[src/rtl/core/fbfl_pkg.sv]
package fbfl_pkg;

    localparam int ADDR_W       = 24;
    localparam int HEADER_BYTES = 16;
    localparam int SHIFT_MIN    = 5;
    localparam int SHIFT_MAX    = 16;

    localparam logic [4:0] CHUNK_SHIFT_RST = 5'd6;
    localparam logic [8:0] BLOCK_COUNT_RST = 9'd256;

    localparam int CFG_IDX_W  = 2;
    localparam int CFG_DATA_W = 16;
    localparam logic [CFG_IDX_W-1:0] CFG_CHUNK_SHIFT = 2'd0;
    localparam logic [CFG_IDX_W-1:0] CFG_BLOCK_COUNT = 2'd1;

    localparam logic [1:0] MODE_ALLOC = 2'd0;
    localparam logic [1:0] MODE_FREE  = 2'd1;
    localparam logic [1:0] MODE_RESET = 2'd2;

    localparam logic [1:0] STATUS_OK       = 2'd0;
    localparam logic [1:0] STATUS_NO_FREE  = 2'd1;
    localparam logic [1:0] STATUS_BAD_FREE = 2'd2;

    typedef struct packed {
        logic [1:0]        mode;
        logic [ADDR_W-1:0] free_address;
    } in_item_t;

    typedef struct packed {
        logic [ADDR_W-1:0] alloc_address;
        logic [1:0]        status;
    } out_item_t;

    typedef enum logic [1:0] {
        ST_CLEAR,
        ST_IDLE,
        ST_EXEC
    } state_t;

endpackage

[src/rtl/core/fbfl_ram.sv]
module fbfl_ram #(
    parameter int WIDTH = 9,
    parameter int DEPTH = 256
) (
    input  logic                     clk,
    input  logic                     we,
    input  logic [$clog2(DEPTH)-1:0] waddr,
    input  logic [WIDTH-1:0]         wdata,
    input  logic                     re,
    input  logic [$clog2(DEPTH)-1:0] raddr,
    output logic [WIDTH-1:0]         rdata
);

    logic [WIDTH-1:0] mem [DEPTH];
    logic [WIDTH-1:0] rdata_reg;

    always_ff @(posedge clk) begin
        if (we) begin
            mem[waddr] <= wdata;
        end
        if (re) begin
            rdata_reg <= mem[raddr];
        end
    end

    assign rdata = rdata_reg;

endmodule

[src/rtl/core/fixed_block_free_list_allocator.sv]
// Allocate, free and invalid or unused modes: the item is registered, then the
// result is registered in the execute state once the output is free, and no new
// item is taken before that. Pool reset item: one link entry rewritten per cycle.
// After aresetn, and after a config write to the chunk shift or block count, the
// link RAM is relinked while s_ready stays low; config writes are always taken.
module fixed_block_free_list_allocator #(
    parameter int MAX_BLOCKS = 256
) (
    input  logic                               aclk,
    input  logic                               aresetn,
    input  logic                               s_valid,
    output logic                               s_ready,
    input  fbfl_pkg::in_item_t                 s_data,
    output logic                               m_valid,
    input  logic                               m_ready,
    output fbfl_pkg::out_item_t                m_data,
    input  logic                               cfg_valid,
    output logic                               cfg_ready,
    input  logic [fbfl_pkg::CFG_IDX_W-1:0]     cfg_index,
    input  logic [fbfl_pkg::CFG_DATA_W-1:0]    cfg_wdata
);

    localparam int AW = $clog2(MAX_BLOCKS);
    localparam int LW = $clog2(MAX_BLOCKS + 1);
    localparam logic [LW-1:0] NONE = LW'(MAX_BLOCKS);

    fbfl_pkg::state_t    state_reg, state_next;
    logic [4:0]          chunk_shift_reg, chunk_shift_next;
    logic [8:0]          block_count_reg, block_count_next;
    logic [LW-1:0]       head_reg, head_next;
    logic [AW-1:0]       clr_idx_reg, clr_idx_next;
    logic                clr_item_reg, clr_item_next;
    fbfl_pkg::in_item_t  item_reg, item_next;
    logic                m_valid_reg, m_valid_next;
    fbfl_pkg::out_item_t m_data_reg, m_data_next;

    logic                ram_we, ram_re;
    logic [AW-1:0]       ram_waddr, ram_raddr;
    logic [LW-1:0]       ram_wdata, ram_rdata;

    logic [4:0]                    shift_eff;
    logic [LW-1:0]                 cnt_eff;
    logic [LW-1:0]                 clr_link;
    logic [fbfl_pkg::ADDR_W-1:0]   off, blk_full, low_mask;
    logic                          free_ok, out_free;

    fbfl_ram #(
        .WIDTH(LW),
        .DEPTH(MAX_BLOCKS)
    ) u_link_ram (
        .clk  (aclk),
        .we   (ram_we),
        .waddr(ram_waddr),
        .wdata(ram_wdata),
        .re   (ram_re),
        .raddr(ram_raddr),
        .rdata(ram_rdata)
    );

    always_comb begin
        if (chunk_shift_reg < 5'(fbfl_pkg::SHIFT_MIN)) begin
            shift_eff = 5'(fbfl_pkg::SHIFT_MIN);
        end else if (chunk_shift_reg > 5'(fbfl_pkg::SHIFT_MAX)) begin
            shift_eff = 5'(fbfl_pkg::SHIFT_MAX);
        end else begin
            shift_eff = chunk_shift_reg;
        end
        if (block_count_reg == 9'd0) begin
            cnt_eff = LW'(1);
        end else if (32'(block_count_reg) > 32'(MAX_BLOCKS)) begin
            cnt_eff = LW'(MAX_BLOCKS);
        end else begin
            cnt_eff = LW'(block_count_reg);
        end
    end

    assign clr_link = ((LW'(clr_idx_reg) + LW'(1)) < cnt_eff) ?
                      (LW'(clr_idx_reg) + LW'(1)) : NONE;

    assign off      = item_reg.free_address - fbfl_pkg::ADDR_W'(fbfl_pkg::HEADER_BYTES);
    assign blk_full = off >> shift_eff;
    assign low_mask = (fbfl_pkg::ADDR_W'(1) << shift_eff) - fbfl_pkg::ADDR_W'(1);
    assign free_ok  = (item_reg.free_address >= fbfl_pkg::ADDR_W'(fbfl_pkg::HEADER_BYTES))
                   && ((off & low_mask) == '0)
                   && (blk_full < fbfl_pkg::ADDR_W'(cnt_eff));
    assign out_free = !m_valid_reg || m_ready;

    always_ff @(posedge aclk) begin
        if (!aresetn) begin
            state_reg       <= fbfl_pkg::ST_CLEAR;
            chunk_shift_reg <= fbfl_pkg::CHUNK_SHIFT_RST;
            block_count_reg <= fbfl_pkg::BLOCK_COUNT_RST;
            head_reg        <= '0;
            clr_idx_reg     <= '0;
            clr_item_reg    <= 1'b0;
            m_valid_reg     <= 1'b0;
        end else begin
            state_reg       <= state_next;
            chunk_shift_reg <= chunk_shift_next;
            block_count_reg <= block_count_next;
            head_reg        <= head_next;
            clr_idx_reg     <= clr_idx_next;
            clr_item_reg    <= clr_item_next;
            m_valid_reg     <= m_valid_next;
        end
        item_reg   <= item_next;
        m_data_reg <= m_data_next;
    end

    always_comb begin
        state_next       = state_reg;
        chunk_shift_next = chunk_shift_reg;
        block_count_next = block_count_reg;
        head_next        = head_reg;
        clr_idx_next     = clr_idx_reg;
        clr_item_next    = clr_item_reg;
        item_next        = item_reg;
        m_valid_next     = m_valid_reg;
        m_data_next      = m_data_reg;
        ram_we           = 1'b0;
        ram_waddr        = clr_idx_reg;
        ram_wdata        = clr_link;
        ram_re           = 1'b0;
        ram_raddr        = head_reg[AW-1:0];
        s_ready          = 1'b0;

        if (m_valid_reg && m_ready) begin
            m_valid_next = 1'b0;
        end

        unique case (state_reg)
            fbfl_pkg::ST_CLEAR: begin
                ram_we = 1'b1;
                if (clr_idx_reg == AW'(MAX_BLOCKS - 1)) begin
                    head_next    = '0;
                    clr_idx_next = '0;
                    if (clr_item_reg) begin
                        clr_item_next = 1'b0;
                        state_next    = fbfl_pkg::ST_EXEC;
                    end else begin
                        state_next = fbfl_pkg::ST_IDLE;
                    end
                end else begin
                    clr_idx_next = clr_idx_reg + AW'(1);
                end
            end
            fbfl_pkg::ST_IDLE: begin
                s_ready = 1'b1;
                if (s_valid) begin
                    item_next = s_data;
                    ram_re    = 1'b1;
                    if (s_data.mode == fbfl_pkg::MODE_RESET) begin
                        clr_item_next = 1'b1;
                        clr_idx_next  = '0;
                        head_next     = '0;
                        state_next    = fbfl_pkg::ST_CLEAR;
                    end else begin
                        state_next = fbfl_pkg::ST_EXEC;
                    end
                end
            end
            fbfl_pkg::ST_EXEC: begin
                if (out_free) begin
                    m_valid_next              = 1'b1;
                    m_data_next.alloc_address = '0;
                    m_data_next.status        = fbfl_pkg::STATUS_OK;
                    state_next                = fbfl_pkg::ST_IDLE;
                    case (item_reg.mode)
                        fbfl_pkg::MODE_ALLOC: begin
                            if (head_reg == NONE) begin
                                m_data_next.status = fbfl_pkg::STATUS_NO_FREE;
                            end else begin
                                m_data_next.alloc_address =
                                    (fbfl_pkg::ADDR_W'(head_reg) << shift_eff)
                                    + fbfl_pkg::ADDR_W'(fbfl_pkg::HEADER_BYTES);
                                head_next = ram_rdata;
                            end
                        end
                        fbfl_pkg::MODE_FREE: begin
                            if (free_ok) begin
                                ram_we    = 1'b1;
                                ram_waddr = blk_full[AW-1:0];
                                ram_wdata = head_reg;
                                head_next = LW'(blk_full);
                            end else begin
                                m_data_next.status = fbfl_pkg::STATUS_BAD_FREE;
                            end
                        end
                        default: begin
                        end
                    endcase
                end
            end
            default: begin
                state_next = fbfl_pkg::ST_CLEAR;
            end
        endcase

        if (cfg_valid) begin
            if (cfg_index == fbfl_pkg::CFG_CHUNK_SHIFT) begin
                chunk_shift_next = cfg_wdata[4:0];
                state_next       = fbfl_pkg::ST_CLEAR;
                clr_idx_next     = '0;
                head_next        = '0;
            end else if (cfg_index == fbfl_pkg::CFG_BLOCK_COUNT) begin
                block_count_next = cfg_wdata[8:0];
                state_next       = fbfl_pkg::ST_CLEAR;
                clr_idx_next     = '0;
                head_next        = '0;
            end
        end
    end

    assign cfg_ready = 1'b1;
    assign m_valid   = m_valid_reg;
    assign m_data    = m_data_reg;

`ifndef SYNTHESIS
    assert property (@(posedge aclk) disable iff (!aresetn)
        (s_valid && s_ready) |=> !s_ready)
        else $error("input taken on consecutive cycles");

    assert property (@(posedge aclk) disable iff (!aresetn)
        (m_valid && m_data.status != fbfl_pkg::STATUS_OK) |-> (m_data.alloc_address == '0))
        else $error("nonzero address with error status");

    assert property (@(posedge aclk) disable iff (!aresetn)
        head_reg <= NONE)
        else $error("free list head out of range");

    assert property (@(posedge aclk) disable iff (!aresetn)
        $rose(m_valid_reg) |-> $past(state_reg == fbfl_pkg::ST_EXEC))
        else $error("result loaded outside execute");
`endif

endmodule
[config.mk]
export PLATFORM = sky130hd
export DESIGN_NAME = fixed_block_free_list_allocator
export DESIGN_NICKNAME = d
export VERILOG_FILES = /design/src/rtl/core/fbfl_pkg.sv /design/src/rtl/core/fbfl_ram.sv /design/src/rtl/core/fixed_block_free_list_allocator.sv
export SDC_FILE = /design/constraint.sdc
export NUM_CORES = 2
export LEC_CHECK = 0
export ABC_AREA = 1
export BUFFER_PORTS_ARGS = -buffer_cell sky130_fd_sc_hd__buf_2
export CELL_PAD_IN_SITES_DETAIL_PLACEMENT = 1
export CELL_PAD_IN_SITES_GLOBAL_PLACEMENT = 1
export CORE_MARGIN = 2
export CORE_UTILIZATION = 54
export CTS_BUF_LIST = sky130_fd_sc_hd__clkbuf_2
export CTS_CLUSTER_SIZE = 28
export DETAILED_ROUTE_END_ITERATION = 7
export GPL_TIMING_DRIVEN = 1
export PLACE_DENSITY_LB_ADDON = 0.15
export SETUP_SLACK_MARGIN = 0.4
export SLEW_MARGIN = 25
export SYNTH_ARGS = -nofsm -noshare
export SYNTH_HDL_FRONTEND = slang
export SYNTH_HIERARCHICAL = 1
export SYNTH_SLANG_ARGS = --single-unit
[constraint.sdc]
create_clock -name aclk -period 16.4 [get_ports aclk]
set_input_delay 1.64 -clock aclk [delete_from_list [all_inputs] [get_ports aclk]]
set_output_delay 1.64 -clock aclk [all_outputs]
set_load 0.01 [all_outputs]
After elaboration in Yosys (flattened, before gate mapping)
Memory sizes are Yosys's and may differ from the RTL's. A register that Yosys moved wholly into a read port is not among the register bits. Cells that the tools add are included.

Bits in registers: 87. Memory bits (writable): 2304. Input port bits: 49. Output and inout port bits: 29. Logic and storage cells: 115. Memories kept: 1.

$add $sub $neg: 5. Order comparisons: 6. Eq/ne operators: 10. Shift operators: 3. Multiplexer cells: 59. Bitwise logic cells: 3. Reductions and logical operators: 17.

Memories: u_link_ram.mem (words 256, width 9, rd ports 1, clocked after Yosys merged registers in 1, write ports 1, line fbfl_ram.sv:14) `logic [WIDTH-1:0] mem [DEPTH];`.

Operators by type and width (number): $mux 9 (16); $mux 8 (10); $pmux 9 s3 (1); $add 24x5->24 const B (1); $and 24x24->24 (1); $ge 24x5->1 const B (1); $logic_not 24->1 (1); $lt 24x9->1 (1); $shl 1x5->24 const A (1); $shl 9x5->24 (1); $shr 24x5->24 (1); $sub 24x2->24 const B (1); $sub 24x5->24 const B (1); $mux 2 (9); $pmux 9 s2 (1); $pmux 8 s2 (1); $mux 1 (15); $mux 5 (2); $add 8x1->9 const B (1); $eq 9x9->1 const B (1); $gt 9x9->1 const B (1); $logic_not 9->1 (1); $lt 9x9->1 (1); $add 8x1->8 const B (1); other kinds (19) (32).

Longest topological paths before layout
Depth in word-level cells: 16. Depth in mapped cells: 38. Gate-level depth less buffers: 37.

By module
The synthesis kept the hierarchy.

By module, submodules not included: fbfl_ram (instances 1, cells each 7826, area an instance 93609.8 um^2, sequential area each 69456.6 um^2); fixed_block_free_list_allocator (instances 1, cells each 1026, area an instance 6784.0 um^2, sequential area each 2262.2 um^2).

Worst setup path after synthesis
Ideal clock, no wire load.

Path type: input to register. Start: in m_ready. End: mem u_link_ram.mem[0][0], data pin. Library setup time: 1456 ps. Arrival time: 10444 ps. Required time: 14944 ps. Slack: 4500 ps. Stages on the path: 5. Cells stage by stage: nor2_1 nor3_1 nand2_4 buf_6 o21ai_1.

Longest elaborated chain between the ends: 3.

RTL lines: start: declaration (line fixed_block_free_list_allocator.sv:15) `input logic m_ready,`; $logic_or 1x1->1 (line fixed_block_free_list_allocator.sv:86) `assign out_free = !m_valid_reg || m_ready;`; $mux 9 (line fixed_block_free_list_allocator.sv:163) `if (out_free) begin`; $mux 9 (line fixed_block_free_list_allocator.sv:131) `unique case (state_reg)`; named net ram_wdata[0] (line fixed_block_free_list_allocator.sv:39) `logic [LW-1:0] ram_wdata, ram_rdata;`; end: declaration (line fbfl_ram.sv:14).

The timed path passes the listed nets, and every way through them passes these cells.

Worst setup path after layout
Start: reg chunk_shift_reg[4]. End: mem u_link_ram.mem[239][8] (enable).

Elaborated cells between the ends (all ways): 22.

RTL lines: start: declaration (line fixed_block_free_list_allocator.sv:28) `logic [4:0] chunk_shift_reg, chunk_shift_next;`; start signal: assignment (line fixed_block_free_list_allocator.sv:91) `chunk_shift_reg <= fbfl_pkg::CHUNK_SHIFT_RST;`; start signal: assignment (line fixed_block_free_list_allocator.sv:99) `chunk_shift_reg <= chunk_shift_next;`; $gt 5x5->1 (line fixed_block_free_list_allocator.sv:63) `end else if (chunk_shift_reg > 5'(fbfl_pkg::SHIFT_MAX)) begin`; $mux 5 (line fixed_block_free_list_allocator.sv:63); $mux 5 (*) (line fixed_block_free_list_allocator.sv:61) `if (chunk_shift_reg < 5'(fbfl_pkg::SHIFT_MIN)) begin`; $shl 1x5->24 (line fixed_block_free_list_allocator.sv:82) `assign low_mask = (fbfl_pkg::ADDR_W'(1) << shift_eff) - fbfl_pkg::ADDR_W'(1);`; $sub 24x2->24 (line fixed_block_free_list_allocator.sv:82); $and 24x24->24 (line fixed_block_free_list_allocator.sv:84) `&& ((off & low_mask) == '0)`; $logic_not 24->1 (line fixed_block_free_list_allocator.sv:84); $logic_and 1x1->1 (line fixed_block_free_list_allocator.sv:84); $logic_and 1x1->1 (line fixed_block_free_list_allocator.sv:85) `&& (blk_full < fbfl_pkg::ADDR_W'(cnt_eff));`; $mux 8 (*) (line fixed_block_free_list_allocator.sv:180) `if (free_ok) begin`; $mux 8 (*) (line fixed_block_free_list_allocator.sv:168) `case (item_reg.mode)`; $mux 8 (*) (line fixed_block_free_list_allocator.sv:163); $mux 8 (*) (line fixed_block_free_list_allocator.sv:131); named net ram_waddr[5] (line fixed_block_free_list_allocator.sv:38) `logic [AW-1:0] ram_waddr, ram_raddr;`.

The timed path passes the listed nets; every way through them passes the cells marked *.

==> impl_metrics.yaml <==
die:
  core_um2: 185000
  die_area_um2: 189400
  die_h_um: 435.2
  floorplan.initialDensity_pct: 54.26
  io_pins: 78
  die_w_um: 435.2
  rows: 158
sta:
  skew_ps: 169.9
  grt_setup_unrepaired: "false"
  maxSlewViolCount: 0
  finalCriticalPeriod_ps: 9318
  setup_viol: 0
  slew-limit-headroom_pct: 10.34
  hold_viol: 0
  max_slew.worst_pin.slew_ps: 1345
  hold_slack_ps: 334.8
  fin_crit_sh_pct: 56.82
  timing.fmax_mhz: 107.3
  finalSetupTns_ps: 0
pwr:
  p_per_area_nw_per_um2: 101.9
  switching_share_pct: 24.42
  seq_power_share_pct: 61.2
  power.switching_mw: 2.685
  p_int_mw: 8.310
  comb_power_share_pct: 2.7
  p_leak_nw: 39.21
  ir_drop_uv: 74.03
  pwr-share-clk_pct: 36.2
  finalPower_mw: 11.00
grt:
  antenna_found_initial: 14
  grt_pass1_wl_um: 457700
  grt-ovfl-total: 0
  globalRouteTotalUtil_pct: 31.88
  grt_pass1_vias: 74880
  grt_max_degree: 188
placed_design:
  gp_congestion: 0.8795
  port_buffers: 69
  post-dp-hpwl_um: 176900
  placed_cell_area_um2: 102100
routing:
  avgViaCountPerCell: 5.980
  drcViolationCount: 0
  dr_total_vias: 71970
  firstDrtPassIters: 6
  dr.first_iter.drc_count: 7203
  routed_wl_um: 305300
  ant_nets: 0
  routedWlPerCell_um: 25.37
cts:
  cts_tree: "built"
  clock_latency_ps: 1950
  numCtsBuffers: 616
  cts.repair.resized: 0
  cts.path.max_buffers: 4
  cts.htree.levels: 6
  ctsRootBufferMaster: "clkbuf_2"
  cts.sinks: 2400
  clkSlewWorstSetupHoldPaths_ps: 90
  post-cts-setup-buffer-count: 0
worst_hold_path:
  hold_class: "in -> reg"
  holdPathEnd: "chunk_shift_reg[2]$_SDFFE_PN1P_"
  whs_path_depth: 5
  hp-start: "cfg_valid"
worst_setup_path:
  startpoint: "chunk_shift_reg[4]$_SDFFE_PN0P_"
  reg2reg_from: "chunk_shift_reg[4]$_SDFFE_PN0P_"
  critPathMaxFanout: 33
  cp_data_required_time_ps: 17820
  ff2ff_setup_slack_ps: 7080
  start_kind: "flip-flop"
  cp.arrival_ps: 10740
  reg2regPathDepth: 30
  crit_type: "reg -> reg"
  r2r_end: "u_link_ram/mem[239][8]$_DFFE_PP_"
  max_stage_delay_ps: 990
  slowest_stage: "dfxtp_1"
  cp_common_cell: "nor2_1"
  worst_setup_path_end_kind: "flip-flop"
synthesis:
  synth-simple-area-share_pct: 23.75
  synth-edff-count: 2365
  synth_area_um2: 100400
  yosys_warnings: 6
  synth_area_per_cell_um2: 11.34
  synthAdderAreaFrac_pct: 0.2617
  syn_inst: 8852
  synth_xor_xnor_area_share_pct: 0.05234
  synth.area.mux_share_pct: 0
  ys.flop_type: "edfxtp_1"
  synth_compound_area_share_pct: 0.9846
  synth-async-reset-ratio_pct: 0
  ys_seq_area_share_pct: 71.44
  synth_top_family_by_area: "simple AND/OR/NAND/NOR gates"
  synth_seq_cells: 2400
  synthDistinctLibCells: 54
cells_and_area:
  final_cell_mix: "2,686 x nand2_1, 2,383 x nand3_1, 2,365 x edfxtp_1"
  fin_nets: 9196
  final_common_cell: "nand2_1"
  drive_above_1_share_pct: 12.03
  area_growth_syn_to_layout_pct: 7.449
  utilization_pct: 58.30
  fin_area_um2: 107900
  largest_reg_flops: 2304
outcome:
  status: "complete, no violations"
job:
  max-cap-violations: 0
==> through the flow <==
stage	worst slack [ps]	instances
CTS	7219	12030
finish	7082	12040
global placement	7242	10940
detailed placement	7270	10950
global route	6408	12030
floorplan	4500	8858
==> logic make-up (layout without fill, tap and decap cells) <==
group                    Yosys count  after routing
XOR/XNOR                           6              6
other                              2             12
adder cells (fa/ha/maj)           21             21
AND/OR/NAND/NOR                 5508           5508
flip-flops                      2400           2400
buffers and inverters            749           1442
AO/OA/AOI/OAI                    166            166
==> critical path: cells and delay by family (launching register included) <==
| family | cells | cell delay [ps] |
|---|---|---|
| DFF | 1 | 990 |
| buffers and inverters | 4 | 1060 |
| and+or+nand+nor | 20 | 4730 |
| adders and majority gates | 1 | 310 |
| AOI/OAI and AO/OA | 5 | 1740 |
==> final cells by class <==
cell class	count	area, um2
Multi-Input combinational cell	5709	25300
Inverter	180	726.9
Clock buffer	857	4289
Tap cell	2480	3103
Fill cell	19810	77170
Clock inverter	186	969.7
Sequential cell	2400	71740
Timing Repair Buffer	219	1732
Antenna cell	4	10.01
==> synth_stat cells (all sizes together) (2+ instances only) <==
| cell type | instances | area, um2 |
|---|---|---|
| nand2 | 2706 | 10200 |
| a21oi | 49 | 249.0 |
| nand3 | 2388 | 11980 |
| a221oi | 4 | 35.03 |
| nor2 | 376 | 1439 |
| o211ai | 2 | 15.01 |
| and2 | 4 | 27.53 |
| o21ai | 81 | 450.4 |
| nor3 | 10 | 50.05 |
| xor2 | 5 | 43.79 |
| a31oi | 3 | 25.02 |
| conb | 2 | 7.510 |
| o31ai | 2 | 15.01 |
| edfxtp | 2365 | 71020 |
| inv | 172 | 648.1 |
| a22oi | 9 | 72.57 |
| nor4 | 2 | 12.51 |
| dfxtp | 35 | 700.7 |
| nand3b | 2 | 15.01 |
| nand4 | 17 | 106.4 |
| clkbuf | 125 | 469.2 |
| o21a | 3 | 22.52 |
| o211a | 2 | 20.02 |
| o21bai | 4 | 30.03 |
| clkinv | 8 | 36.28 |
| buf | 444 | 2362 |
| a211oi | 3 | 22.52 |
| ha | 21 | 262.8 |
==> how the worst max path moves through the flow <==
stage,to,slack (ps)
after floorplan,u_link_ram/mem[0][0]$_DFFE_PP_,4500
after global placement,u_link_ram/mem[148][8]$_DFFE_PP_,7240
final,u_link_ram/mem[239][8]$_DFFE_PP_,7080
after global routing,u_link_ram/mem[237][8]$_DFFE_PP_,6410
after CTS,u_link_ram/mem[238][8]$_DFFE_PP_,7220
after detailed placement,u_link_ram/mem[99][8]$_DFFE_PP_,7270
==> power groups by stage <==
| stage | sequential, mW | clock (mW) | combinational [mW] |
|---|---|---|---|
| finish | 6.72 | 3.98 | 0.295 |
| global route | 6.73 | 4.35 | 0.314 |
| CTS | 6.72 | 4.06 | 0.288 |
| detailed placement | 6.86 | 0 | 0.279 |
| global placement | 6.86 | 0 | 0.267 |
| floorplan | 6.89 | 0 | 0.145 |
==> per-layer routing <==
| metal | GRT usage (%) | wire length, um | share of wire, % | up-vias |
|---|---|---|---|---|
| met1 | 42.73 | 121400 | 40 | 36050 |
| li1 | - | - | - | 32030 |
| met3 | 5.877 | 25700 | 8.4 | 598 |
| met4 | 12.75 | 10770 | 3.5 | 4 |
| met5 | 0 | 34 | 0.011 | - |
| met2 | 51.78 | 147400 | 48 | 3282 |
==> timing repair <==
| action | in CTS | in global routing |
|---|---|---|
| endpoints found under the hold margin | 45 | 0 |
| endpoints found under the setup margin | 0 | 0 |
| hold buffers | 42 | 0 |
Note: power is estimated with default switching activity, not from simulation.
